### config.mk
export PLATFORM = sky130hd
export DESIGN_NAME = sbs_queue
export DESIGN_NICKNAME = d
export VERILOG_FILES = /design/src/design/sbs_pkg.sv /design/src/design/sbs_queue.sv
export VERILOG_INCLUDE_DIRS = /design/src /design/src/design
export SDC_FILE = /design/constraint.sdc
export NUM_CORES = 1
export LEC_CHECK = 0
export BUFFER_PORTS_ARGS = -buffer_cell sky130_fd_sc_hd__buf_2
export CORE_MARGIN = 5
export CORE_UTILIZATION = 35
export DETAILED_ROUTE_END_ITERATION = 8
export GPL_TIMING_DRIVEN = 0
export PLACE_DENSITY = 0.53
export REMOVE_ABC_BUFFERS = 1
export SYNTH_ARGS = -nofsm -noshare
export SYNTH_HDL_FRONTEND = slang
export SYNTH_SLANG_ARGS = --single-unit
### constraint.sdc
create_clock -name clk -period 1.54 [get_ports clk]
set_input_delay 0.077 -clock clk [delete_from_list [all_inputs] [get_ports clk]]
set_output_delay 0.077 -clock clk [all_outputs]
set_load 0.02 [all_outputs]
### src/design/spectrogram_box_smoother_top_assert.svh
// ----------------------------------------------------------------------------
// Assertion macros for the spectrogram box smoother
// Shared property forms, clocked on clk and disabled while rst_n is low.
// ----------------------------------------------------------------------------
`ifndef SPECTROGRAM_BOX_SMOOTHER_TOP_ASSERT_SVH
`define SPECTROGRAM_BOX_SMOOTHER_TOP_ASSERT_SVH

// Consequent holds in the same cycle as the antecedent.
`define SBS_ASSERT_SAME(label, ante, cons, msg) \
    label: assert property (@(posedge clk) disable iff (!rst_n) (ante) |-> (cons)) \
        else $error(msg);

// Consequent holds in the cycle after the antecedent.
`define SBS_ASSERT_NEXT(label, ante, cons, msg) \
    label: assert property (@(posedge clk) disable iff (!rst_n) (ante) |=> (cons)) \
        else $error(msg);

`endif

### src/design/sbs_pkg.sv
`timescale 1ns / 1ps
`default_nettype none
// ----------------------------------------------------------------------------
// Spectrogram box smoother package
// Sizes, arithmetic constants and the column entry passed front to back.
// ----------------------------------------------------------------------------
package sbs_pkg;

    localparam int MAX_BANDS  = 512;
    localparam int TIME_DEPTH = 5;
    localparam int FREQ_WIDTH = 5;
    localparam int HALF       = FREQ_WIDTH / 2;
    localparam int WIN        = 2 * HALF + 1;
    localparam int DIVISOR    = TIME_DEPTH * FREQ_WIDTH;
    localparam int ROUND      = DIVISOR / 2;

    localparam int LEVEL_W = 15;
    localparam int BAND_W  = $clog2(MAX_BANDS);
    localparam int CFG_W   = 10;
    localparam int ROW_W   = $clog2(TIME_DEPTH);
    localparam int COL_W   = 18;
    localparam int SUM_W   = 20;
    localparam int MASK_W  = HALF + 1;
    localparam int PH_W    = $clog2(HALF + 1);

    localparam int RECIP_SHIFT = 25;
    localparam int RECIP_W     = 21;
    localparam int RECIP       = ((1 << RECIP_SHIFT) + DIVISOR - 1) / DIVISOR;
    localparam int PROD_W      = SUM_W + RECIP_W;
    localparam int QUO_W       = PROD_W - RECIP_SHIFT;

    localparam logic [LEVEL_W-1:0] LEVEL_MAX = {LEVEL_W{1'b1}};

    localparam int QDEPTH = 4;
    localparam int QPTR_W = $clog2(QDEPTH);
    localparam int QCNT_W = $clog2(QDEPTH + 1);

    typedef struct packed {
        logic [COL_W-1:0]  col;
        logic [BAND_W-1:0] band;
        logic              last;
    } sbs_col_t;

endpackage
`default_nettype wire

### src/design/sbs_queue.sv
`timescale 1ns / 1ps
`default_nettype none
`include "spectrogram_box_smoother_top_assert.svh"
// ----------------------------------------------------------------------------
// Spectrogram box smoother column queue
// Short FIFO of column entries between the front end and the back end.
// ----------------------------------------------------------------------------
module sbs_queue (
    input  logic                       clk,
    input  logic                       rst_n,
    input  logic                       push,
    input  sbs_pkg::sbs_col_t          push_entry,
    input  logic                       pop,
    output sbs_pkg::sbs_col_t          pop_entry,
    output logic                       nonempty,
    output logic [sbs_pkg::QCNT_W-1:0] count
);
    import sbs_pkg::*;

    sbs_col_t            store_reg [QDEPTH];
    logic [QPTR_W-1:0]   wr_ptr_reg, wr_ptr_next;
    logic [QPTR_W-1:0]   rd_ptr_reg, rd_ptr_next;
    logic [QCNT_W-1:0]   count_reg, count_next;

    always_comb
    begin
        wr_ptr_next = push ? wr_ptr_reg + 1'b1 : wr_ptr_reg;
        rd_ptr_next = pop ? rd_ptr_reg + 1'b1 : rd_ptr_reg;
        count_next = count_reg;
        if (push && !pop)
            count_next = count_reg + 1'b1;
        else if (pop && !push)
            count_next = count_reg - 1'b1;
    end

    always_ff @(posedge clk or negedge rst_n)
    begin
        if (!rst_n)
        begin
            wr_ptr_reg <= '0;
            rd_ptr_reg <= '0;
            count_reg  <= '0;
        end
        else
        begin
            wr_ptr_reg <= wr_ptr_next;
            rd_ptr_reg <= rd_ptr_next;
            count_reg  <= count_next;
        end
    end

    always_ff @(posedge clk)
    begin
        if (push)
            store_reg[wr_ptr_reg] <= push_entry;
    end

    assign pop_entry = store_reg[rd_ptr_reg];
    assign nonempty  = count_reg != '0;
    assign count     = count_reg;

    `SBS_ASSERT_SAME(a_no_overflow, push && !pop, count_reg != QCNT_W'(QDEPTH), "queue overflow")
    `SBS_ASSERT_NEXT(a_push_lands, push, count_reg != '0, "pushed entry lost")

endmodule
`default_nettype wire

Word level (Yosys, flattened, before mapping)
Memory sizes are Yosys's and may differ from the RTL's.
Index checks and enable logic that the tools add are counted.
W data, S select, Z words.
{"block": "classes", "n_addsub": 4, "muxes": 4, "reduce_logical": 6}
{"cell": "$mux W3", "count": 2}
{"cell": "$add A2 B1 Y2 const B", "count": 2}
{"cell": "$add A3 B1 Y3 const B", "count": 1}
{"cell": "$reduce_bool A3 Y1", "count": 1}
{"cell": "$sub A3 B1 Y3 const B", "count": 1}
{"cell": "$logic_and A1 B1 Y1", "count": 2}
{"cell": "$logic_not A1 Y1", "count": 2}
{"cell": "$mux W1", "count": 2}
{"cell": "$reduce_bool A2 Y1", "count": 1}
{"block": "totals", "ff_bits": 7, "mem_bits_rw": 112, "input_bits": 32, "out_inout_bits": 32, "elab_cells": 18, "memories": 1}
{"memory": "store_reg", "depth": 4, "word_bits": 28, "read_ports": 1, "rd_ports_with_merged_regs": 0, "write_ports": 1, "line": "sbs_queue.sv:20", "text": "sbs_col_t store_reg [QDEPTH];"}

Depth between registers and ports, before layout
Gate-level depths: netlist of the first run.
{"block": "logic_depth", "ltp_word": 4, "ltp_mapped": 7, "depth_no_buf": 7}

Least setup slack after synthesis of the first run
Ideal clock, no wire load.
{"block": "synth_path", "path_type": "register to register", "from": "reg wr_ptr_reg[0]", "to": "mem store_reg[2][0] in the netlist's numbering (enable)", "setup_time_ns": 0.387, "arrival_ns": 1.321, "required_time_ns": 1.153, "setup_slack_ns": -0.168, "stages_incl_launch_ff": 4, "n_path_buf": 0, "synth_period_minus_slack_ns": 1.708, "cell_sequence": "dfrtp_1 inv_1 ha_1 and2_1"}
{"element": "start: declaration", "line": "sbs_queue.sv:21", "text": "logic [QPTR_W-1:0] wr_ptr_reg, wr_ptr_next;"}
{"element": "start signal: assignment", "line": "sbs_queue.sv:46", "text": "wr_ptr_reg <= wr_ptr_next;"}
{"element": "end: declaration", "line": "sbs_queue.sv:20"}
Straight into the memory's write port.

==> results of run 1 <==
## synthesized netlist by cell type
cell and number:
sky130_fd_sc_hd__o21ai_0 1, sky130_fd_sc_hd__buf_4 1, sky130_fd_sc_hd__buf_6 3, sky130_fd_sc_hd__inv_1 4, sky130_fd_sc_hd__nand2_1 2, sky130_fd_sc_hd__xor2_1 4, sky130_fd_sc_hd__nor2_1 1, sky130_fd_sc_hd__buf_2 2
sky130_fd_sc_hd__ha_1 5, sky130_fd_sc_hd__mux2_2 1, sky130_fd_sc_hd__or3_1 1, sky130_fd_sc_hd__edfxtp_1 112, sky130_fd_sc_hd__xnor2_1 2, sky130_fd_sc_hd__and2_1 4, sky130_fd_sc_hd__dfrtp_1 7, sky130_fd_sc_hd__fa_1 1
sky130_fd_sc_hd__mux4_2 28
## where the power goes
group | leakage, nW | switching [mW] | internal [mW]
registers | 1.11 | 0.223 | 4.28
clock network | 0.290 | 1.29 | 2.64
logic | 0.739 | 2.02 | 1.68
## through the flow
step	cell area (µm²)	hold slack [ns]	util [%]
5_1_grt	5972	0.04348	47.71
3_3_place_gp	4908	-0.07761	39.21
3_5_place_dp	4936	-0.07451	39.43
6_report	5972	0.03442	47.71
4_1_cts	5874	0.006958	46.93
2_1_floorplan	4378	-0.2186	-
## metal layers
layer  vias to the layer above  wire length, µm
met3                        17              428
met2                        53             4195
met5                         -                0
met4                         0              186
met1                      1078             3538
li1                        982                -
## final timing paths
| check | end | slack, ns | cells past startpoint |
|---|---|---|---|
| worst max-delay path | pop_entry[22] | -0.31 | 3 |
| worst min-delay path | count[2] | 0.03 | 2 |
| worst max register to register | store_reg[0][6] | 0.05 | 3 |
| worst min register to register | count[2] | 0.49 | 1 |
| max in group asynchronous | rd_ptr_reg[0] | 1.32 | 2 |
| min in group clk | rd_ptr_reg[0] | 0.40 | 3 |
## area by class of cell
cell class	count	area share, %
Tap cell	172	3.604
Timing Repair Buffer	100	12.61
Multi-Input combinational cell	52	14.27
Sequential cell	119	59.38
Clock inverter	15	2.766
Clock buffer	17	7.123
Inverter	4	0.2514
## repair_timing
item,in CTS,in global routing
gates resized for setup,6,11
setup buffers,2,3
hold buffers,31,0
gates cloned,0,2
hold endpoints to repair,123,0
endpoints found under the setup margin,140,85
## kinds of logic (layout without fill, tap and decap cells)
group,Yosys count,after routing
xor gates and xnor gates,6,6
AOI/OAI and AO/OA,1,1
adders and majority gates,6,6
buffers and inverters,10,136
and+or+nand+nor,8,10
DFF,119,119
muxes,29,29
==> run_summary.xml, run 1 <==
<?xml version="1.0" encoding="UTF-8"?>
<metrics>
  <group name="run_status">
    <metric name="status" unit="">finished, violations left</metric>
    <metric name="violations" unit="">setup timing</metric>
  </group>
  <group name="logic_synthesis">
    <metric name="netlist_area" unit="mm²">0.004429</metric>
    <metric name="ys_seq_area_share" unit="%">79.89</metric>
    <metric name="ys_types" unit="">17</metric>
    <metric name="synth-warning-count" unit="">0</metric>
    <metric name="post_synth_xor_area_fraction" unit="%">1.186</metric>
    <metric name="synth-compound-area-share" unit="%">0.1130</metric>
    <metric name="synthesis.instances" unit="">179</metric>
    <metric name="synth_top_cells_by_area" unit="">sky130_fd_sc_hd__edfxtp_1 (76%), sky130_fd_sc_hd__mux4_2 (14%), sky130_fd_sc_hd__dfrtp_1 (4.0%)</metric>
    <metric name="synthDominantAreaCellType" unit="">sky130_fd_sc_hd__edfxtp_1</metric>
    <metric name="synth_top_family_by_area" unit="">multiplexers</metric>
    <metric name="synth.mux.area_fraction" unit="%">14.49</metric>
    <metric name="synth_adder_area_share" unit="%">1.864</metric>
    <metric name="yosysTopAreaCellShare" unit="%">75.93</metric>
    <metric name="post_synthesis_sequential_element_count" unit="">119</metric>
    <metric name="synth.avg_cell_area" unit="µm²">24.74</metric>
    <metric name="synthSimpleGateAreaFrac" unit="%">0.9605</metric>
  </group>
  <group name="finish">
    <metric name="nNetsFinal" unit="">332</metric>
    <metric name="largest_register_ff_count" unit="">112</metric>
    <metric name="final_cell_count_no_fill" unit="">479</metric>
    <metric name="layout_commonest_cell" unit="">sky130_fd_sc_hd__edfxtp_1</metric>
    <metric name="register_area" unit="mm²">0.003546</metric>
    <metric name="multi_input_comb_area" unit="µm²">852.1</metric>
    <metric name="num-fill-cells" unit="">1119</metric>
    <metric name="mostFrequentLayoutCells" unit="">sky130_fd_sc_hd__edfxtp_1 (112), sky130_fd_sc_hd__buf_2 (59), sky130_fd_sc_hd__dlygate4sd3_1 (31), sky130_fd_sc_hd__mux4_2 (28), sky130_fd_sc_hd__clkbuf_16 (17)</metric>
    <metric name="areaGrowthSynthToFinish" unit="%">34.83</metric>
    <metric name="layout_cell_share_with_drive_strength_beyond_1" unit="%">42.35</metric>
    <metric name="antenna-diode-count" unit="">0</metric>
  </group>
  <group name="global_route">
    <metric name="grt_max_degree" unit="">30</metric>
    <metric name="grt_use_met1" unit="%">14.42</metric>
    <metric name="use_met3" unit="%">4.885</metric>
    <metric name="antenna_found_initial" unit="">0</metric>
    <metric name="track_usage" unit="%">12.04</metric>
    <metric name="globalRoute.totalOverflow" unit="">0</metric>
    <metric name="grt_first_pass_wirelength" unit="µm">12800</metric>
    <metric name="first_global_vias" unit="">2384</metric>
    <metric name="global_route.usage.met2" unit="%">18.72</metric>
    <metric name="grt_busiest_layer" unit="">met2</metric>
  </group>
  <group name="flow_run">
    <metric name="maxCapViolations" unit="">0</metric>
  </group>
  <group name="cts">
    <metric name="cts_tree" unit="">done</metric>
    <metric name="numClockSinks" unit="">119</metric>
    <metric name="htreeDepth" unit="">4</metric>
    <metric name="numCtsBuffers" unit="">17</metric>
    <metric name="clk_latency" unit="ns">0.41</metric>
    <metric name="clk_path_buf_depth" unit="">2</metric>
    <metric name="clock_tree.root_cell" unit="">sky130_fd_sc_hd__clkbuf_16</metric>
    <metric name="clkTransAtPathRegs" unit="ns">0.05</metric>
  </group>
  <group name="worst_setup_path">
    <metric name="timing.critical_path.arrival" unit="ns">1.77</metric>
    <metric name="startpoint" unit="">rd_ptr_reg[0]</metric>
    <metric name="worst_path_largest_cell_delay" unit="ns">0.54</metric>
    <metric name="worstPathRequired" unit="ns">1.46</metric>
    <metric name="worstPathBufferInverterCount" unit="">2</metric>
    <metric name="crit-reg2reg-launch" unit="">wr_ptr_reg[0]</metric>
    <metric name="timing.setup.critical_path_class" unit="">flip-flop to output port</metric>
    <metric name="start_kind" unit="">flip-flop</metric>
    <metric name="cpLargestDelayFamily" unit="">multiplexers</metric>
    <metric name="critical_path.endpoint_type" unit="">output port</metric>
    <metric name="cp_slowest_cell" unit="">sky130_fd_sc_hd__mux4_2</metric>
    <metric name="worst-path-max-fanout" unit="">15</metric>
    <metric name="path_cells" unit="">buf_12, mux4_2, buf_2</metric>
  </group>
  <group name="timing">
    <metric name="finalCriticalPeriod" unit="ns">1.847</metric>
    <metric name="rsz_0062_raised_after_global_routing" unit="">yes</metric>
    <metric name="achievable-frequency" unit="MHz">541.5</metric>
    <metric name="fin_ws" unit="ns">-0.3067</metric>
    <metric name="report.final.setup_viol" unit="">28</metric>
    <metric name="finalHoldViolations" unit="">0</metric>
    <metric name="setup_skew" unit="ns">0.003887</metric>
    <metric name="timing_max_transition_violations_final" unit="">0</metric>
    <metric name="setup_total_negative_slack" unit="ns">-7.374</metric>
    <metric name="layout_worst_path_cycle_share" unit="%">119.9</metric>
    <metric name="slew_headroom" unit="%">69.38</metric>
    <metric name="max_slew.worst_pin.slew" unit="ns">0.4593</metric>
  </group>
  <group name="floorplanning">
    <metric name="io-pin-count" unit="">64</metric>
    <metric name="initial_core_util" unit="%">35.39</metric>
    <metric name="die_area" unit="mm²">0.01501</metric>
    <metric name="die-height" unit="µm">122.5</metric>
    <metric name="dieWidth" unit="µm">122.5</metric>
    <metric name="floorplan.core_area" unit="mm²">0.01252</metric>
    <metric name="fp-row-count" unit="">41</metric>
  </group>
  <group name="drt">
    <metric name="avgRoutedWirePerCell" unit="µm">17.43</metric>
    <metric name="route.vias.total" unit="">2130</metric>
    <metric name="drt_iter0_drc" unit="">99</metric>
    <metric name="routed_via_density" unit="">4.447</metric>
    <metric name="drc" unit="">0</metric>
    <metric name="first_pass_iters" unit="">4</metric>
    <metric name="antenna_left" unit="">0</metric>
    <metric name="finalWirelength" unit="µm">8348</metric>
  </group>
  <group name="worst_hold_path">
    <metric name="worstHoldPathType" unit="">input port to asynchronous set/reset pin</metric>
  </group>
  <group name="placed_design">
    <metric name="preCtsSetupSlack" unit="ns">-0.2973</metric>
    <metric name="io_buffers" unit="">63</metric>
    <metric name="dp_hpwl" unit="µm">4416</metric>
    <metric name="gp_congestion" unit="">0.6081</metric>
    <metric name="dpl.cell_count" unit="">409</metric>
  </group>
  <group name="power_and_ir_drop">
    <metric name="vdd.ir_drop.worst" unit="µV">1121</metric>
    <metric name="leakage" unit="nW">2.138</metric>
    <metric name="power.density" unit="mW/mm²">2032</metric>
    <metric name="totalPowerFinal" unit="mW">12.14</metric>
  </group>
</metrics>
No activity file was read; power rests on OpenSTA's default activity.
==> run 2: changes to the inputs <==
--- a/config.mk
+++ b/config.mk
@@ -13,6 +13,7 @@
 export GPL_TIMING_DRIVEN = 0
 export PLACE_DENSITY = 0.53
 export REMOVE_ABC_BUFFERS = 1
+export SETUP_SLACK_MARGIN = 0.05
 export SYNTH_ARGS = -nofsm -noshare
 export SYNTH_HDL_FRONTEND = slang
 export SYNTH_SLANG_ARGS = --single-unit
==> run 2 against run 1 <==
Effect of this change: the run still ends with setup timing left; largest cell class unchanged; sequential power barely moved; via count rose by 1.4%; clock power hardly changed; combinational power increased by 2%; register-to-register slack improved by 0.09 ns; critical endpoint unchanged; highest routed layer unchanged; first-iteration DRC count decreased by 7.1%.
==> run_summary.xml, run 2 (synthesis results as in run 1) <==
<?xml version="1.0" encoding="UTF-8"?>
<metrics>
  <group name="global_route">
    <metric name="global_route.usage.met2" unit="%">19.86</metric>
    <metric name="grt_use_met1" unit="%">15.04</metric>
    <metric name="track_usage" unit="%">12.57</metric>
    <metric name="antenna_found_initial" unit="">0</metric>
    <metric name="first_global_vias" unit="">2389</metric>
    <metric name="grt_max_degree" unit="">30</metric>
    <metric name="grt_first_pass_wirelength" unit="µm">13220</metric>
    <metric name="globalRoute.totalOverflow" unit="">0</metric>
    <metric name="use_met3" unit="%">4.885</metric>
    <metric name="grt_busiest_layer" unit="">met2</metric>
  </group>
  <group name="run_status">
    <metric name="status" unit="">finished, violations left</metric>
    <metric name="violations" unit="">setup timing</metric>
  </group>
  <group name="worst_setup_path">
    <metric name="worstPathBufferInverterCount" unit="">2</metric>
    <metric name="timing.critical_path.arrival" unit="ns">1.76</metric>
    <metric name="critical_path.endpoint_type" unit="">output port</metric>
    <metric name="worst-path-max-fanout" unit="">15</metric>
    <metric name="timing.setup.critical_path_class" unit="">flip-flop to output port</metric>
    <metric name="cpLargestDelayFamily" unit="">multiplexers</metric>
    <metric name="cp_slowest_cell" unit="">sky130_fd_sc_hd__mux4_2</metric>
    <metric name="worst_path_largest_cell_delay" unit="ns">0.54</metric>
    <metric name="start_kind" unit="">flip-flop</metric>
    <metric name="worstPathRequired" unit="ns">1.46</metric>
    <metric name="path_cells" unit="">buf_12, mux4_2, buf_2</metric>
  </group>
  <group name="timing">
    <metric name="rsz_0062_raised_after_global_routing" unit="">yes</metric>
    <metric name="slew_headroom" unit="%">69.29</metric>
    <metric name="finalCriticalPeriod" unit="ns">1.838</metric>
    <metric name="layout_worst_path_cycle_share" unit="%">119.3</metric>
    <metric name="fin_ws" unit="ns">-0.2979</metric>
    <metric name="report.final.setup_viol" unit="">28</metric>
    <metric name="setup_skew" unit="ns">0.004951</metric>
    <metric name="timing_max_transition_violations_final" unit="">0</metric>
    <metric name="achievable-frequency" unit="MHz">544.1</metric>
    <metric name="max_slew.worst_pin.slew" unit="ns">0.4607</metric>
    <metric name="finalHoldViolations" unit="">0</metric>
  </group>
  <group name="finish">
    <metric name="mostFrequentLayoutCells" unit="">sky130_fd_sc_hd__edfxtp_1 (112), sky130_fd_sc_hd__buf_2 (60), sky130_fd_sc_hd__dlygate4sd3_1 (32), sky130_fd_sc_hd__mux4_2 (28), sky130_fd_sc_hd__clkbuf_16 (17)</metric>
    <metric name="areaGrowthSynthToFinish" unit="%">35.59</metric>
    <metric name="num-fill-cells" unit="">1123</metric>
    <metric name="layout_cell_share_with_drive_strength_beyond_1" unit="%">43.73</metric>
    <metric name="nNetsFinal" unit="">336</metric>
    <metric name="final_cell_count_no_fill" unit="">483</metric>
    <metric name="layout_commonest_cell" unit="">sky130_fd_sc_hd__edfxtp_1</metric>
    <metric name="antenna-diode-count" unit="">0</metric>
    <metric name="largest_register_ff_count" unit="">112</metric>
  </group>
  <group name="drt">
    <metric name="drt_iter0_drc" unit="">92</metric>
    <metric name="avgRoutedWirePerCell" unit="µm">17.70</metric>
    <metric name="first_pass_iters" unit="">4</metric>
    <metric name="route.vias.total" unit="">2160</metric>
    <metric name="finalWirelength" unit="µm">8547</metric>
    <metric name="drc" unit="">0</metric>
    <metric name="antenna_left" unit="">0</metric>
    <metric name="routed_via_density" unit="">4.472</metric>
  </group>
  <group name="cts">
    <metric name="cts_tree" unit="">done</metric>
    <metric name="htreeDepth" unit="">4</metric>
    <metric name="clk_path_buf_depth" unit="">2</metric>
    <metric name="clk_latency" unit="ns">0.41</metric>
    <metric name="numCtsBuffers" unit="">17</metric>
    <metric name="numClockSinks" unit="">119</metric>
    <metric name="clkTransAtPathRegs" unit="ns">0.05</metric>
    <metric name="clock_tree.root_cell" unit="">sky130_fd_sc_hd__clkbuf_16</metric>
  </group>
  <group name="power_and_ir_drop">
    <metric name="power.density" unit="mW/mm²">2030</metric>
    <metric name="leakage" unit="nW">2.152</metric>
    <metric name="vdd.ir_drop.worst" unit="µV">1124</metric>
    <metric name="totalPowerFinal" unit="mW">12.19</metric>
  </group>
  <group name="placed_design">
    <metric name="io_buffers" unit="">63</metric>
    <metric name="dp_hpwl" unit="µm">4416</metric>
    <metric name="dpl.cell_count" unit="">409</metric>
    <metric name="gp_congestion" unit="">0.6081</metric>
  </group>
  <group name="floorplanning">
    <metric name="floorplan.core_area" unit="mm²">0.01252</metric>
    <metric name="dieWidth" unit="µm">122.5</metric>
    <metric name="initial_core_util" unit="%">35.39</metric>
    <metric name="io-pin-count" unit="">64</metric>
    <metric name="fp-row-count" unit="">41</metric>
    <metric name="die_area" unit="mm²">0.01501</metric>
    <metric name="die-height" unit="µm">122.5</metric>
  </group>
  <group name="worst_hold_path">
    <metric name="worstHoldPathType" unit="">input port to asynchronous set/reset pin</metric>
  </group>
  <group name="flow_run">
    <metric name="maxCapViolations" unit="">0</metric>
  </group>
</metrics>
[run 2: cell types whose count changed in the layout (fill, tap and decap cells not counted), sizes merged]
cell         change
and2             +1
buf              +2
dlygate4sd3      +1
[run 2: routing by layer]
layer / part of all wire (%) / vias to the layer above
met4: 1.9 / 0
met5: 0 / -
met2: 50 / 64
li1: - / 989
met3: 5.3 / 13
met1: 43 / 1094
[run 2: area by class of cell]
class / instances / area [µm²] / area share [%]
inverters: 4 / 15.01 / 0.2500
repair buffers: 103 / 772.0 / 12.85
clock inverters: 15 / 165.2 / 2.750
well taps: 172 / 215.2 / 3.583
multi-input cells: 53 / 865.8 / 14.42
clock buffers: 17 / 425.4 / 7.083
flip-flops and latches: 119 / 3547 / 59.06
[run 2: final timing paths]
check                         startpoint            end  slack, ns  cells past startpoint
hold reg to reg                 count[2]       count[2]       0.49                      1
setup reg to reg                count[0]       count[2]       0.14                      5
setup / recovery           rd_ptr_reg[0]  pop_entry[22]      -0.30                      3
hold / removal                     rst_n       count[2]       0.04                      2
max in group asynchronous          rst_n  rd_ptr_reg[0]       1.31                      2
min in group clk                    push       count[0]       0.20                      3
[run 2: timing repair]
| item | 4_1_cts | 5_1_grt |
|---|---|---|
| setup endpoints to repair | 140 | 44 |
| hold buffers | 32 | 0 |
| gates resized for setup | 8 | 10 |
| buffers inserted | 2 | 5 |
| endpoints found under the hold margin | 122 | 0 |
| cloned | 3 | 0 |
| pin swaps | 0 | 3 |
[run 2: power breakdown]
group	leakage, nW	total [mW]	switching (mW)	internal (mW)
Sequential	1.11	4.49	0.216	4.28
Clock	0.290	3.93	1.28	2.64
Combinational	0.754	3.77	2.04	1.73
[run 2: worst reg2reg max path, cell delays in order (launching register included)]
cell and delay [ns]:
sky130_fd_sc_hd__dfrtp_2 0.41, sky130_fd_sc_hd__buf_4 0.14, sky130_fd_sc_hd__fa_2 0.37, sky130_fd_sc_hd__xor2_1 0.14, sky130_fd_sc_hd__nor2_1 0.12, sky130_fd_sc_hd__xor2_1 0.14
[run 2: through the flow]
stage	instance area, µm²	util, %	hold slack [ns]	TNS (ns)	setup slack (ns)
2_1_floorplan	4378	-	-0.2186	-30.90	-0.5324
3_3_place_gp	4908	39.21	-0.07761	-116.37	-1.181
3_5_place_dp	4936	39.43	-0.07451	-28.00	-0.2973
4_1_cts	5909	47.21	0.006958	-8.550	-0.3330
5_1_grt	6006	47.98	0.04344	-9.322	-0.3623
6_report	6006	47.98	0.04033	-7.202	-0.2979
