$ cat src/design/spectrogram_box_smoother_top_assert.svh
// ----------------------------------------------------------------------------
// Assertion macros for the spectrogram box smoother
// Shared property forms, clocked on clk and disabled while rst_n is low.
// ----------------------------------------------------------------------------
`ifndef SPECTROGRAM_BOX_SMOOTHER_TOP_ASSERT_SVH
`define SPECTROGRAM_BOX_SMOOTHER_TOP_ASSERT_SVH

// Consequent holds in the same cycle as the antecedent.
`define SBS_ASSERT_SAME(label, ante, cons, msg) \
    label: assert property (@(posedge clk) disable iff (!rst_n) (ante) |-> (cons)) \
        else $error(msg);

// Consequent holds in the cycle after the antecedent.
`define SBS_ASSERT_NEXT(label, ante, cons, msg) \
    label: assert property (@(posedge clk) disable iff (!rst_n) (ante) |=> (cons)) \
        else $error(msg);

`endif

$ cat src/design/sbs_pkg.sv
`timescale 1ns / 1ps
`default_nettype none
// ----------------------------------------------------------------------------
// Spectrogram box smoother package
// Sizes, arithmetic constants and the column entry passed front to back.
// ----------------------------------------------------------------------------
package sbs_pkg;

    localparam int MAX_BANDS  = 512;
    localparam int TIME_DEPTH = 5;
    localparam int FREQ_WIDTH = 5;
    localparam int HALF       = FREQ_WIDTH / 2;
    localparam int WIN        = 2 * HALF + 1;
    localparam int DIVISOR    = TIME_DEPTH * FREQ_WIDTH;
    localparam int ROUND      = DIVISOR / 2;

    localparam int LEVEL_W = 15;
    localparam int BAND_W  = $clog2(MAX_BANDS);
    localparam int CFG_W   = 10;
    localparam int ROW_W   = $clog2(TIME_DEPTH);
    localparam int COL_W   = 18;
    localparam int SUM_W   = 20;
    localparam int MASK_W  = HALF + 1;
    localparam int PH_W    = $clog2(HALF + 1);

    localparam int RECIP_SHIFT = 25;
    localparam int RECIP_W     = 21;
    localparam int RECIP       = ((1 << RECIP_SHIFT) + DIVISOR - 1) / DIVISOR;
    localparam int PROD_W      = SUM_W + RECIP_W;
    localparam int QUO_W       = PROD_W - RECIP_SHIFT;

    localparam logic [LEVEL_W-1:0] LEVEL_MAX = {LEVEL_W{1'b1}};

    localparam int QDEPTH = 4;
    localparam int QPTR_W = $clog2(QDEPTH);
    localparam int QCNT_W = $clog2(QDEPTH + 1);

    typedef struct packed {
        logic [COL_W-1:0]  col;
        logic [BAND_W-1:0] band;
        logic              last;
    } sbs_col_t;

endpackage
`default_nettype wire

$ cat src/design/sbs_back.sv
`timescale 1ns / 1ps
`default_nettype none
`include "spectrogram_box_smoother_top_assert.svh"
// ----------------------------------------------------------------------------
// Spectrogram box smoother back end
// Slides the column window, sequences up to three results per column,
// divides by the box area and tracks the frame maximum.
// ----------------------------------------------------------------------------
module sbs_back (
    input  logic                         clk,
    input  logic                         rst_n,
    input  logic                         q_nonempty,
    input  sbs_pkg::sbs_col_t            q_entry,
    output logic                         pop,
    output logic                         result_valid,
    input  logic                         result_stall,
    output logic [sbs_pkg::BAND_W-1:0]   band,
    output logic [sbs_pkg::LEVEL_W-1:0]  smoothed,
    output logic [sbs_pkg::LEVEL_W-1:0]  frame_max,
    output logic                         last_of_frame
);
    import sbs_pkg::*;

    logic [COL_W-1:0]   cs_reg [WIN];
    logic [COL_W-1:0]   cs_next [WIN];
    logic               s1_valid_reg, s1_valid_next;
    logic [MASK_W-1:0]  s1_mask_reg, s1_mask_next;
    logic [BAND_W-1:0]  s1_band_reg, s1_band_next;
    logic               first_pend_reg, first_pend_next;

    logic               p2_valid_reg;
    logic [SUM_W-1:0]   p2_sum_reg;
    logic [BAND_W-1:0]  p2_band_reg;
    logic               p2_last_reg;
    logic               p2_first_reg;

    logic               p3_valid_reg;
    logic [PROD_W-1:0]  p3_prod_reg;
    logic [BAND_W-1:0]  p3_band_reg;
    logic               p3_last_reg;
    logic               p3_first_reg;

    logic               result_valid_reg;
    logic [BAND_W-1:0]  band_reg;
    logic [LEVEL_W-1:0] smoothed_reg;
    logic               last_reg;
    logic [LEVEL_W-1:0] running_max_reg, running_max_next;

    logic               out_ready, p3_ready, p2_ready, emit, done;
    logic [PH_W-1:0]    sel_phase;
    logic [MASK_W-1:0]  mask_after, new_mask;
    logic [SUM_W-1:0]   win_sum;
    logic [BAND_W-1:0]  emit_band;
    logic               emit_last;
    logic               entry_first;
    logic [QUO_W-1:0]   quotient;
    logic [LEVEL_W-1:0] val;
    logic [LEVEL_W-1:0] max_base;

    assign out_ready = !result_valid_reg || !result_stall;
    assign p3_ready  = !p3_valid_reg || out_ready;
    assign p2_ready  = !p2_valid_reg || p3_ready;
    assign emit      = s1_valid_reg && p2_ready;

    always_comb
    begin
        sel_phase = '0;
        for (int p = HALF; p >= 0; p--)
            if (s1_mask_reg[p])
                sel_phase = PH_W'(p);
        mask_after = s1_mask_reg & ~(MASK_W'(1) << sel_phase);
        done = mask_after == '0;
        emit_band = s1_band_reg - BAND_W'(HALF) + BAND_W'(sel_phase);
        emit_last = sel_phase == PH_W'(HALF);
        win_sum = SUM_W'(ROUND);
        for (int j = 0; j < WIN; j++)
            if (j <= WIN - 1 - int'(sel_phase))
                win_sum = win_sum + SUM_W'(cs_reg[j]);
    end

    assign pop = q_nonempty && (!s1_valid_reg || (emit && done));
    assign entry_first = q_entry.band == '0;

    always_comb
    begin
        for (int p = 0; p <= HALF; p++)
            new_mask[p] = (p == 0 || q_entry.last) && (int'(q_entry.band) + p >= HALF);
    end

    always_comb
    begin
        for (int j = 0; j < WIN; j++)
            cs_next[j] = cs_reg[j];
        s1_valid_next = s1_valid_reg;
        s1_mask_next  = s1_mask_reg;
        s1_band_next  = s1_band_reg;
        if (emit)
        begin
            s1_mask_next  = mask_after;
            s1_valid_next = !done;
        end
        if (pop)
        begin
            cs_next[0] = q_entry.col;
            for (int j = 1; j < WIN; j++)
                cs_next[j] = entry_first ? '0 : cs_reg[j-1];
            s1_valid_next = new_mask != '0;
            s1_mask_next  = new_mask;
            s1_band_next  = q_entry.band;
        end
        if (pop && entry_first)
            first_pend_next = 1'b1;
        else if (emit)
            first_pend_next = 1'b0;
        else
            first_pend_next = first_pend_reg;
    end

    assign quotient = p3_prod_reg[PROD_W-1:RECIP_SHIFT];
    assign val = (quotient > QUO_W'(LEVEL_MAX)) ? LEVEL_MAX : quotient[LEVEL_W-1:0];
    assign max_base = p3_first_reg ? '0 : running_max_reg;

    always_comb
    begin
        running_max_next = running_max_reg;
        if (p3_valid_reg && out_ready)
            running_max_next = (val > max_base) ? val : max_base;
    end

    always_ff @(posedge clk or negedge rst_n)
    begin
        if (!rst_n)
        begin
            for (int j = 0; j < WIN; j++)
                cs_reg[j] <= '0;
            s1_valid_reg     <= 1'b0;
            s1_mask_reg      <= '0;
            first_pend_reg   <= 1'b0;
            p2_valid_reg     <= 1'b0;
            p3_valid_reg     <= 1'b0;
            result_valid_reg <= 1'b0;
            running_max_reg  <= '0;
        end
        else
        begin
            for (int j = 0; j < WIN; j++)
                cs_reg[j] <= cs_next[j];
            s1_valid_reg   <= s1_valid_next;
            s1_mask_reg    <= s1_mask_next;
            first_pend_reg <= first_pend_next;
            if (p2_ready)
                p2_valid_reg <= emit;
            if (p3_ready)
                p3_valid_reg <= p2_valid_reg;
            if (out_ready)
                result_valid_reg <= p3_valid_reg;
            running_max_reg <= running_max_next;
        end
    end

    always_ff @(posedge clk)
    begin
        s1_band_reg <= s1_band_next;
        if (p2_ready && emit)
        begin
            p2_sum_reg   <= win_sum;
            p2_band_reg  <= emit_band;
            p2_last_reg  <= emit_last;
            p2_first_reg <= first_pend_reg;
        end
        if (p3_ready && p2_valid_reg)
        begin
            p3_prod_reg  <= PROD_W'(p2_sum_reg) * PROD_W'(RECIP);
            p3_band_reg  <= p2_band_reg;
            p3_last_reg  <= p2_last_reg;
            p3_first_reg <= p2_first_reg;
        end
        if (out_ready && p3_valid_reg)
        begin
            band_reg     <= p3_band_reg;
            smoothed_reg <= val;
            last_reg     <= p3_last_reg;
        end
    end

    assign result_valid  = result_valid_reg;
    assign band          = band_reg;
    assign smoothed      = smoothed_reg;
    assign frame_max     = running_max_reg;
    assign last_of_frame = last_reg;

    `SBS_ASSERT_SAME(a_pending_nonzero, s1_valid_reg, s1_mask_reg != '0, "empty result mask held")
    `SBS_ASSERT_SAME(a_quotient_fits, p3_valid_reg, quotient <= QUO_W'(LEVEL_MAX), "quotient overflow")
    `SBS_ASSERT_SAME(a_max_covers, result_valid_reg, running_max_reg >= smoothed_reg, "max below value")

endmodule
`default_nettype wire

$ cat config.mk
export PLATFORM = sky130hd
export DESIGN_NAME = sbs_back
export DESIGN_NICKNAME = d
export VERILOG_FILES = /design/src/design/sbs_pkg.sv /design/src/design/sbs_back.sv
export VERILOG_INCLUDE_DIRS = /design/src /design/src/design
export SDC_FILE = /design/constraint.sdc
export NUM_CORES = 1
export LEC_CHECK = 0
export ABC_AREA = 1
export BUFFER_PORTS_ARGS = -buffer_cell sky130_fd_sc_hd__buf_2
export CAP_MARGIN = 20
export CORE_AREA = 4 4 320 227
export CTS_CLUSTER_DIAMETER = 80
export DETAILED_ROUTE_END_ITERATION = 12
export DIE_AREA = 0 0 324 231
export PLACE_DENSITY_LB_ADDON = 0.05
export SLEW_MARGIN = 15
export SYNTH_ARGS = -nofsm -noshare
export SYNTH_HDL_FRONTEND = slang
export SYNTH_SLANG_ARGS = --single-unit
$ cat constraint.sdc
create_clock -name clk -period 6.8 [get_ports clk]
set_input_delay 0.34 -clock clk [delete_from_list [all_inputs] [get_ports clk]]
set_output_delay 0.34 -clock clk [all_outputs]
set_load 0.1 [all_outputs]
* Word-level counts from Yosys, hierarchy flattened
Cells that the tools add are included.
Word-level totals: register bits after elaboration 229, latch bits 0, bits in writable memories 0, memory bits (read-only) 0, bits of input ports 32, output and inout port bits 42, logic and storage cells 94, memories kept 0
Operators by class: add/subtract/negate cells 10, $mul 1, divide/modulo/power cells 0, $lt $le $gt $ge 10, eq/ne operators 1, shift-type cells 1, multiplexer cells 21, bitwise gates (word level) 2, reductions and logical operators 24
Operator list (number):
- 20-bit by 18-bit adder with 20-bit output | 4
- 20-bit two-way mux | 4
- 18-bit two-way mux | 4
- 15-bit two-way mux | 3
- 20-bit by 20-bit multiplier with 40-bit output (second input constant) | 1
- 10-bit by 2-bit >= comparator with 1-bit output (second input constant) | 2
- 4-bit by 18-bit adder with 19-bit output (first input constant) | 1
- 19-bit two-way mux | 1
- 16-bit by 15-bit greater-than comparator with 1-bit output (second input constant) | 1
- 15-bit greater-than comparator | 1
- 9-bit by 1-bit adder with 10-bit output (second input constant) | 1
- 9-bit by 2-bit adder with 10-bit output (second input constant) | 1
- 9-bit by 2-bit adder with 9-bit output | 1
- 9-bit by 2-bit >= comparator with 1-bit output (second input constant) | 1
- 1-bit logical AND | 9
- 9-bit logical NOT | 1
- 9-bit by 2-bit subtractor with 9-bit output (second input constant) | 1
- 3-bit by 4-bit less-or-equal comparator with 1-bit output (first input constant) | 2
- 1-bit logical NOT | 6
- 2-bit two-way mux | 3
- 3-bit two-way mux | 2
- 1-bit by 4-bit less-or-equal comparator with 1-bit output (first input constant) | 1
- 2-bit by 4-bit less-or-equal comparator with 1-bit output (first input constant) | 1
- 4-bit less-or-equal comparator (first input constant) | 1
- 10 further kinds | 17

* Logic depth before layout (Yosys ltp)
Gate-level depths: netlist (run 1).
word-level depth 14, mapped depth 44, depth with buffers taken out 44

* Least setup slack after synthesis (run 1)
Ideal clock, no wire load.
kind register to register, start point register cs_reg[74] (netlist bit), end point register p2_sum_reg[19] (data pin), library setup time 253 ps, arrival time 5506 ps, data required time 6547 ps, path slack 1041 ps, cell stages (with the launch flop) 39, buffers on the path 0, clock period less this slack 5759 ps, path through dfrtp_1 > inv_1 > ha_1 > nor2_4 > nand3_1 > xor2_1 > inv_1 > ha_1 > nand2_1 > inv_1 > a21oi_1 > nand3_1 > nand3_1 > nand3_1 > a21boi_0 > xnor2_1 > ha_1 > a21oi_1 > [... 3 more ...] > nand2_1 > ha_1 > a21o_1 > o21bai_1 > a21oi_1 > inv_1 > nand2_1 > nand3_1 > and2_1 > ha_1 > nand2_1 > nor3_1 > nand4_1 > nand3_1 > a21o_1 > nand3_1 > nand2_1 > nand2_1
On the way: cells in the longest elaborated chain, start to end 10
RTL lines:
- start, declared | RTL line sbs_back.sv:24 | logic [COL_W-1:0] cs_reg [WIN];
- start signal, assigned by index | RTL line sbs_back.sv:147 | cs_reg[j] <= cs_next[j];
- 4-bit by 18-bit adder with 19-bit output (*) | RTL line sbs_back.sv:78 | win_sum = win_sum + SUM_W'(cs_reg[j]);
- 19-bit two-way mux (*) | RTL line sbs_back.sv:77 | if (j <= WIN - 1 - int'(sel_phase))
- 20-bit by 18-bit adder with 20-bit output | RTL line sbs_back.sv:78
- 20-bit two-way mux (*) | RTL line sbs_back.sv:77
- 20-bit by 18-bit adder with 20-bit output | RTL line sbs_back.sv:78
- 20-bit two-way mux (*) | RTL line sbs_back.sv:77
- 20-bit by 18-bit adder with 20-bit output | RTL line sbs_back.sv:78
- 20-bit two-way mux (*) | RTL line sbs_back.sv:77
- 20-bit by 18-bit adder with 20-bit output | RTL line sbs_back.sv:78
- 20-bit two-way mux (*) | RTL line sbs_back.sv:77
- net win_sum[19] | RTL line sbs_back.sv:52 | logic [SUM_W-1:0] win_sum;
- end signal, assigned | RTL line sbs_back.sv:166 | p2_sum_reg <= win_sum;
- end, declared | RTL line sbs_back.sv:32 | logic [SUM_W-1:0] p2_sum_reg;
The timed path passes the listed nets; every way through them passes the cells marked *. A chain may end at the register's enable or synchronous reset.

* Worst setup path in the final report (run 1)
start point register cs_reg[74] (netlist bit), end point register p2_sum_reg[18] (data pin)
The elaborated chain is that of the path after synthesis.

==> results of run 1 <==
==> cell usage in the layout, fill, tap and decap left out, drive strengths merged, types with 49 or more instances in the layout <==
master,n
nand3,94
xor2,49
o21ai,160
inv,344
a21oi,139
dfrtp,113
fa,149
nor2,138
nand2,620
ha,331
buf,116
edfxtp,92
==> through the flow <==
stage / utilization / TNS, ps / setup slack [ps] / instance area (um^2)
floorplan: - / 0 / 1040 / 20700
global placement: 0.322 / -348 / -348 / 22400
detailed placement: 0.322 / -251 / -251 / 22400
CTS: 0.336 / 0 / 23.3 / 23300
global route: 0.338 / -164 / -65.5 / 23500
finish: 0.338 / 0 / 427 / 23500
==> metal layers <==
| metal | vias up | global-route usage | wire length (um) | part of all wire |
|---|---|---|---|---|
| li1 | 8234 | - | - | - |
| met1 | 7846 | 0.296 | 36700 | 0.59 |
| met2 | 332 | 0.207 | 21600 | 0.35 |
| met3 | 31 | 0.0329 | 3510 | 0.056 |
| met4 | 0 | 0.0148 | 554 | 0.0089 |
| met5 | - | 0 | 0 | 0 |
==> critical path: cells and delay by family, from the launching register on <==
kind	cells	cell delay (ps)
simple gates	20	2130
fa+ha+maj	5	1470
compound gates	5	960
xor+xnor	4	680
buf+inv	6	510
flops	1	360
==> cell type report <==
cell class	count	share of cell area
Sequential cell	205	0.238
Clock inverter	8	0.00245
Timing Repair Buffer	137	0.0392
Multi-Input combinational cell	1846	0.589
Tap cell	913	0.0486
Inverter	345	0.0551
Clock buffer	32	0.0282
==> logic make-up after synthesis <==
logic type | Yosys count | share of synthesized area
AOI/OAI and AO/OA | 380 | 0.102
xor gates and xnor gates | 75 | 0.0317
adders and majority gates | 480 | 0.344
buffers and inverters | 388 | 0.0708
DFF | 205 | 0.270
and+or+nand+nor | 911 | 0.183
==> how the worst max path moves through the flow <==
| stage | startpoint | endpoint | slack, ps | cells past startpoint |
|---|---|---|---|---|
| detailed placement | cs_reg[74] | p2_sum_reg[18] | -250 | 38 |
| global placement | cs_reg[74] | p2_sum_reg[18] | -350 | 40 |
| CTS | cs_reg[74] | p2_sum_reg[18] | 20 | 39 |
| finish | cs_reg[74] | p2_sum_reg[18] | 430 | 40 |
| floorplan | cs_reg[74] | p2_sum_reg[19] | 1040 | 38 |
| global route | cs_reg[74] | p2_sum_reg[18] | -70 | 40 |
==> repair_timing <==
action | in CTS | in global routing
hold buffers | 21 | 0
setup endpoints to repair | 1 | 6
setup buffers | 1 | 6
pin swaps | 1 | 7
gates resized for setup | 3 | 38
endpoints found under the hold margin | 69 | 0
==> out/results.ini, run 1 <==
[yosys]
synth_top_area_share = 0.200
ys_top_cells_by_count = nand2_1 (615), inv_1 (342), ha_1 (331)
ys_types = 52
synthArstFlopShare = 0.551
synth_area_um2 = 20700
postSynthAreaPerCell_um2 = 8.50
ys_ff_latch = 205
yosysMostFrequentCell = nand2_1
yosys.area.top_type = ha_1
synth_ff_type = dfrtp_1
synth_cells = 2439
ys_warn_count = 0
synth_edf_count = 92
synthesis.nets = 2951
netlist_top_cells_area = ha_1 (20%), fa_1 (14%), dfrtp_1 (14%)
seq_area_frac_synth = 0.270

[timing]
hold_viol = 0
setup_viol_count_final = 0
drv_slew = 0
fin_worst_skew_ps = 14.8
relSlewSlack = 0.345
rsz0062_at_grt = true
timing.fmax_ghz = 0.157
hold-worst-slack_ps = 46.5
post-route-min-period_ps = 6370
tightest_slew_ps = 980
timing.final.crit_share = 0.937

[clock_tree]
clock-sinks = 205
cts_buffer_depth = 3
path_clk_slew_ps = 60
clkLatencyLatePin_ps = 540
cts_tree = yes
clockRootBuffer = clkbuf_16
htree_num_levels = 1
tritoncts.num_buffers = 22

[floorplanning]
die_w_um = 324
num_rows = 81
ios = 74
core_area_um2 = 69500
die_y_um = 231
start_util = 0.298
die_area_um2 = 74800

[route]
drt_pre_antenna_iters = 6
postRouteAntennaNets = 0
drc = 0
drt_first_iter_violations = 1132
vias = 16400
finalWirelength_mm = 62.3
vias_per_cell = 4.72
routedWlPerCell_um = 17.9

[global_routing]
grt_max_degree = 89
grt_overflow = 0
grt_first_pass_wirelength_mm = 97.5
grtUsageTotal = 0.168
grt_pass1_vias = 16200
antenna_found_initial = 0

[critical_path]
crit_path_max_fanout = 4
r2r_end = p2_sum_reg[18]
cp_slowest_cell = dfrtp_1
critPathRequiredTime_ps = 7090
cpMostUsedCell = nand2_1
regToRegSetupSlack_ps = 430
slowest_delay_ps = 360
critPathLaunchType = flip-flop
crit_arrival_ps = 6660
r2r_cells = 40
crit_type = flip-flop to flip-flop
r2r-start = cs_reg[74]
critPathCaptureType = flip-flop

[job]
max-cap-violations = 0

[placed_design]
gp_congestion = 0.923
dp_hpwl_mm = 51.7
place_inst = 3418
portBuffers = 73

[final_layout]
areaGrowthSynthToFinish_pct = 13.4
largest_reg_flops = 90
regArea_um2 = 5590
antenna_cells = 0
layout.cells.non_filler = 3486
fillCellCount = 7330
nets = 3069
final_layout_size_suffix_gt1_frac = 0.0890
multiInputGateArea_um2 = 13800

[worst_hold_path]
hold_depth = 1
hp-class = primary input to flip-flop
hold_start = q_entry[3]
holdPathEnd = s1_band_reg[2]

[run_status]
status = completed

Power of run 1 is left out: the tool's default activity adds up to more than one toggle a clock period on the data nets, which glitch-free logic cannot reach.
==> run 2, diff against run 1 <==
GPL_TIMING_DRIVEN = 0   (was default)
SLEW_MARGIN = default   (was 15)
==> run 2 against run 1 <==
  * Global-route usage rose by 0.68 points
  * Utilization rose by 0.97 points
  * Register-to-register slack got worse by 140 ps
  * Die area did not move
  * Cell count rose by 1.3%
  * Fmax fell by 2.2%
  * Wire length rose by 6.0%
  * Sequential share of layout area fell by 0.67 points
  * First-iteration DRC count fell by 0.97%
  * Worst setup slack got worse by 140 ps
  * Critical endpoint is now p3_prod_reg[35]
  * Flip-flop and latch count did not move
  * Cell area rose by 2.9%
==> out/results.ini, run 2 (synthesized netlist as in run 1, its figures left out) <==
[timing]
timing.final.ws_setup_ps = 285
hold-worst-slack_ps = 44.7
timing.fmax_ghz = 0.153
drv_slew = 0
post-route-min-period_ps = 6510
rsz0062_at_grt = true
timing.final.crit_share = 0.958
relSlewSlack = 0.216
fin_worst_skew_ps = 12.5
tightest_slew_ps = 1170
hold_viol = 0
setup_viol_count_final = 0
fin_tns_setup_ps = 0

[worst_hold_path]
hp-class = primary input to flip-flop

[final_layout]
antenna_cells = 0
final_cell_mix = nand2_1 (602), inv_1 (341), ha_1 (310), o21ai_0 (149), fa_1 (149)
largest_reg_flops = 90
areaGrowthSynthToFinish_pct = 16.7
design_area_um2 = 24200
final_layout_size_suffix_gt1_frac = 0.113
final_common_cell = nand2_1
fillCellCount = 7304
nets = 3115

[critical_path]
critPathRequiredTime_ps = 7070
crit_chain = ha_1 > fa_1 > inv_1 > fa_1 > fa_1 > inv_1 > fa_1 > fa_1 > fa_1 > ha_1 > nand2_1 > nor2_1 > nand4_1 > o221ai_1 > nand3_1 > nand2_1 > xor2_1
critPathCaptureType = flip-flop
cp_num_buf_inv = 2
slowest_delay_ps = 800
cp_top_family = adder cells
cp_slowest_cell = edfxtp_1
crit_path_max_fanout = 9
crit_arrival_ps = 6790
crit_type = flip-flop to flip-flop
critPathLaunchType = flip-flop
cpMostUsedCell = fa_1

[clock_tree]
path_clk_slew_ps = 70
htree_num_levels = 1
tritoncts.num_buffers = 23
cts_buffer_depth = 3
clock-sinks = 205
clkLatencyLatePin_ps = 540
cts_tree = yes
clockRootBuffer = clkbuf_16

[placed_design]
gp_congestion = 0.881
placed_area_um2 = 22300
dpl_worst_slack_ps = -706
dp_hpwl_mm = 55.3
portBuffers = 73

[global_routing]
grtUsageTotal = 0.175
met3_usage = 0.0285
grt_max_degree = 79
grt_use_met2 = 0.210
grt_first_pass_wirelength_mm = 100
grt.busiest_layer = met1
grtUsageMet1 = 0.316
grt_overflow = 0
antenna_found_initial = 0
grt_pass1_vias = 16300

[route]
drt_first_iter_violations = 1121
routedWlPerCell_um = 18.7
finalWirelength_mm = 66.1
drt_pre_antenna_iters = 5
postRouteAntennaNets = 0
vias_per_cell = 4.74
drc = 0
vias = 16700

[floorplanning]
die_w_um = 324
core_area_um2 = 69500
num_rows = 81
start_util = 0.298
ios = 74
die_area_um2 = 74800
die_y_um = 231

[run_status]
status = completed

[job]
max-cap-violations = 0

run 2: cell types whose count changed in the layout (fill, tap and decap cells not counted), sizes merged:
| cell | before | now |
|---|---|---|
| buf | 116 | 131 |
| clkinvlp | 1 | 0 |
| clkinv | 8 | 12 |
| bufinv | 0 | 2 |
| dlygate4sd3 | 21 | 22 |
| clkbuf | 32 | 58 |
run 2: final timing paths:
check | startpoint | end | slack, ps | depth (start not counted)
min | result_stall | result_valid | 40 | 3
min reg2reg | p2_last_reg | p3_last_reg | 420 | 0
max | p2_sum_reg[8] | p3_prod_reg[35] | 290 | 17
max in group asynchronous | rst_n | cs_reg[76] | 5690 | 3
max reg2reg | p2_sum_reg[8] | p3_prod_reg[35] | 290 | 17
min in group asynchronous | rst_n | frame_max[8] | 270 | 2
run 2: layout make-up:
type | count | area [um^2] | share of cell area
plain buffers | 43 | 174 | 0.00719
clock buffers | 29 | 608 | 0.0251
clock inverters | 13 | 110 | 0.00455
inverters | 345 | 1290 | 0.0535
multi-input cells | 1846 | 14200 | 0.589
flip-flops and latches | 205 | 5590 | 0.231
well taps | 913 | 1140 | 0.0472
repair buffers | 139 | 1030 | 0.0427
run 2: tightest hold or removal path, cell delays in order:
cell     delay (ps)
buf_2            80
nand2_1          70
nand2_1          60
run 2: metrics by stage:
stage                      util  std cells
after floorplan               -       2439
after global routing      0.348       3533
after global placement    0.320       3425
after detailed placement  0.321       3428
final                     0.348       3533
after CTS                 0.337       3498
run 2: metal layers:
layer,vias to the layer above,share of wire,routed length [um]
li1,8339,-,-
met1,8037,0.60,39500
met2,333,0.34,22500
met3,39,0.055,3630
met4,0,0.0075,497
met5,-,0,0
run 2: timing repair:
| action | in CTS | in global routing |
|---|---|---|
| hold endpoints to repair | 56 | 0 |
| pin swaps | 10 | 41 |
| resized for setup | 25 | 102 |
| buffers inserted | 6 | 35 |
| hold buffers | 22 | 0 |
| endpoints found under the setup margin | 3 | 12 |
Power of run 2 is left out for the same reason.
==> run 3, diff against run 2 <==
clock period = 5.2 ns   (was 6.8 ns; I/O delays follow)
==> run 3 against run 2 <==
  * The flow now finishes with violations (setup timing)
  * Global-route usage increased by 1.0 points
  * Critical path depth increased by 21
  * Cell area increased by 19%
  * Clock skew increased by 19 ps
  * Count of clock-buffer cells in the layout increased by 4
  * First-iteration DRC count decreased by 10%
  * Cell count increased by 5.4%
  * Fmax increased by 6.4%
  * Flip-flop and latch count unchanged
  * Non-clock buffer count increased by 190
  * Utilization increased by 6.7 points
  * Critical endpoint is now p2_sum_reg[19]
==> out/results.ini, run 3 (synthesized netlist as in run 1, its figures left out) <==
[critical_path]
critPathCaptureType = flip-flop
slowest_delay_ps = 380
crit_type = flip-flop to flip-flop
critPathLaunchType = flip-flop
cp_num_buf_inv = 4
cp_top_family = simple AND/OR/NAND/NOR gates
crit_arrival_ps = 6390
r2r-start = cs_reg[74]
crit_path_max_fanout = 4
r2r_end = p2_sum_reg[19]
cpMostUsedCell = ha_4
regToRegSetupSlack_ps = -920
critPathRequiredTime_ps = 5470
cp_slowest_cell = dfrtp_1
r2r_cells = 38

[worst_hold_path]
hp-class = primary input to flip-flop
hold_depth = 5
hold_start = q_entry[0]
holdPathEnd = s1_mask_reg[1]

[final_layout]
postLayoutCoreUtil = 0.415
fillCellCount = 6999
largest_reg_flops = 90
final_common_cell = nand2_1
final_cell_mix = nand2_1 (503), inv_1 (293), ha_1 (230), buf_4 (170), fa_1 (130)
nets = 3305
final_layout_size_suffix_gt1_frac = 0.324
areaGrowthSynthToFinish_pct = 39.2

[floorplanning]
start_util = 0.298
die_area_um2 = 74800
die_w_um = 324
die_y_um = 231
ios = 74
num_rows = 81
core_area_um2 = 69500

[clock_tree]
cts_buffer_depth = 3
tritoncts.num_buffers = 23
clkLatencyLatePin_ps = 540
cts_tree = yes
clock-sinks = 205
clockRootBuffer = clkbuf_16
htree_num_levels = 1
path_clk_slew_ps = 60

[timing]
hold-worst-slack_ps = 114
timing.final.ws_setup_ps = -924
setup_viol_count_final = 27
drv_slew = 0
timing.final.crit_share = 1.18
relSlewSlack = 0.371
hold_viol = 0
fin_worst_skew_ps = 31.5
timing.fmax_ghz = 0.163
rsz0062_at_grt = true
tightest_slew_ps = 944
post-route-min-period_ps = 6120

[route]
drt_first_iter_violations = 1008
postRouteAntennaNets = 0
vias = 17700
drc = 0
drt_pre_antenna_iters = 5
vias_per_cell = 4.74
finalWirelength_mm = 69.9
routedWlPerCell_um = 18.8

[global_routing]
grt_overflow = 0
antenna_found_initial = 0
grt_first_pass_wirelength_mm = 107
grt_pass1_vias = 17700
grtUsageTotal = 0.186
grt_max_degree = 60

[placed_design]
gp_congestion = 0.899
dp_hpwl_mm = 54.8
portBuffers = 73
dpl_worst_slack_ps = -1760

[job]
max-cap-violations = 0

[run_status]
status = complete, but fails checks
violations = setup timing

## run 3: changes by cell type in the layout (fill, tap and decap cells not counted), sizes merged
cell,before,now
dlygate4sd3,22,29
clkinv,12,9
bufinv,2,1
clkbuf,58,62
buf,131,314
inv,344,343
diode,0,1
## run 3: area by class of cell
type,instances,area [um^2],area share
Tap cell,913,1140,0.0396
Antenna cell,1,2.50,0.0000867
Timing Repair Buffer,329,2790,0.0967
Buffer,43,174,0.00602
Sequential cell,205,5590,0.194
Clock buffer,33,647,0.0224
Multi-Input combinational cell,1846,17200,0.594
Clock inverter,8,62.6,0.00217
Inverter,345,1300,0.0451
## run 3: repair_timing
action,in CTS,in global routing
pin swaps,176,265
hold buffers,29,0
setup endpoints to repair,30,30
endpoints found under the hold margin,82,0
setup buffers,153,71
gates resized for setup,381,335
## run 3: stage by stage
step / cell area (um^2) / instances / TNS (ps)
after floorplan: 21100 / 2439 / -408
after global placement: 22600 / 3425 / -30880
after detailed placement: 22700 / 3428 / -29390
after CTS: 26800 / 3651 / -12440
after global routing: 28900 / 3722 / -17300
final: 28900 / 3723 / -11600
## run 3: metal layers
metal,up-vias,part of all wire,GRT usage
met1,8650,0.57,0.314
li1,8732,-,-
met4,0,0.0082,0.0166
met2,236,0.38,0.246
met3,40,0.046,0.0321
met5,-,0,0
## run 3: tightest hold or removal path: cells and delay by family
family	cells	cell delay [ps]
AO/OA/AOI/OAI	1	60
buffers and inverters	1	90
AND/OR/NAND/NOR	3	180
## run 3: how the worst max path moves through the flow
stage                   startpoint              end  slack (ps)  cells after the start
finish                  cs_reg[74]   p2_sum_reg[19]        -920                     38
global route            cs_reg[74]   p2_sum_reg[19]       -1210                     37
CTS                     cs_reg[74]   p2_sum_reg[19]       -1070                     39
detailed placement      cs_reg[74]   p2_sum_reg[18]       -1760                     37
global placement        cs_reg[74]   p2_sum_reg[19]       -1860                     37
floorplan           p2_sum_reg[12]  p3_prod_reg[36]        -110                     18
Power of run 3 is left out for the same reason.
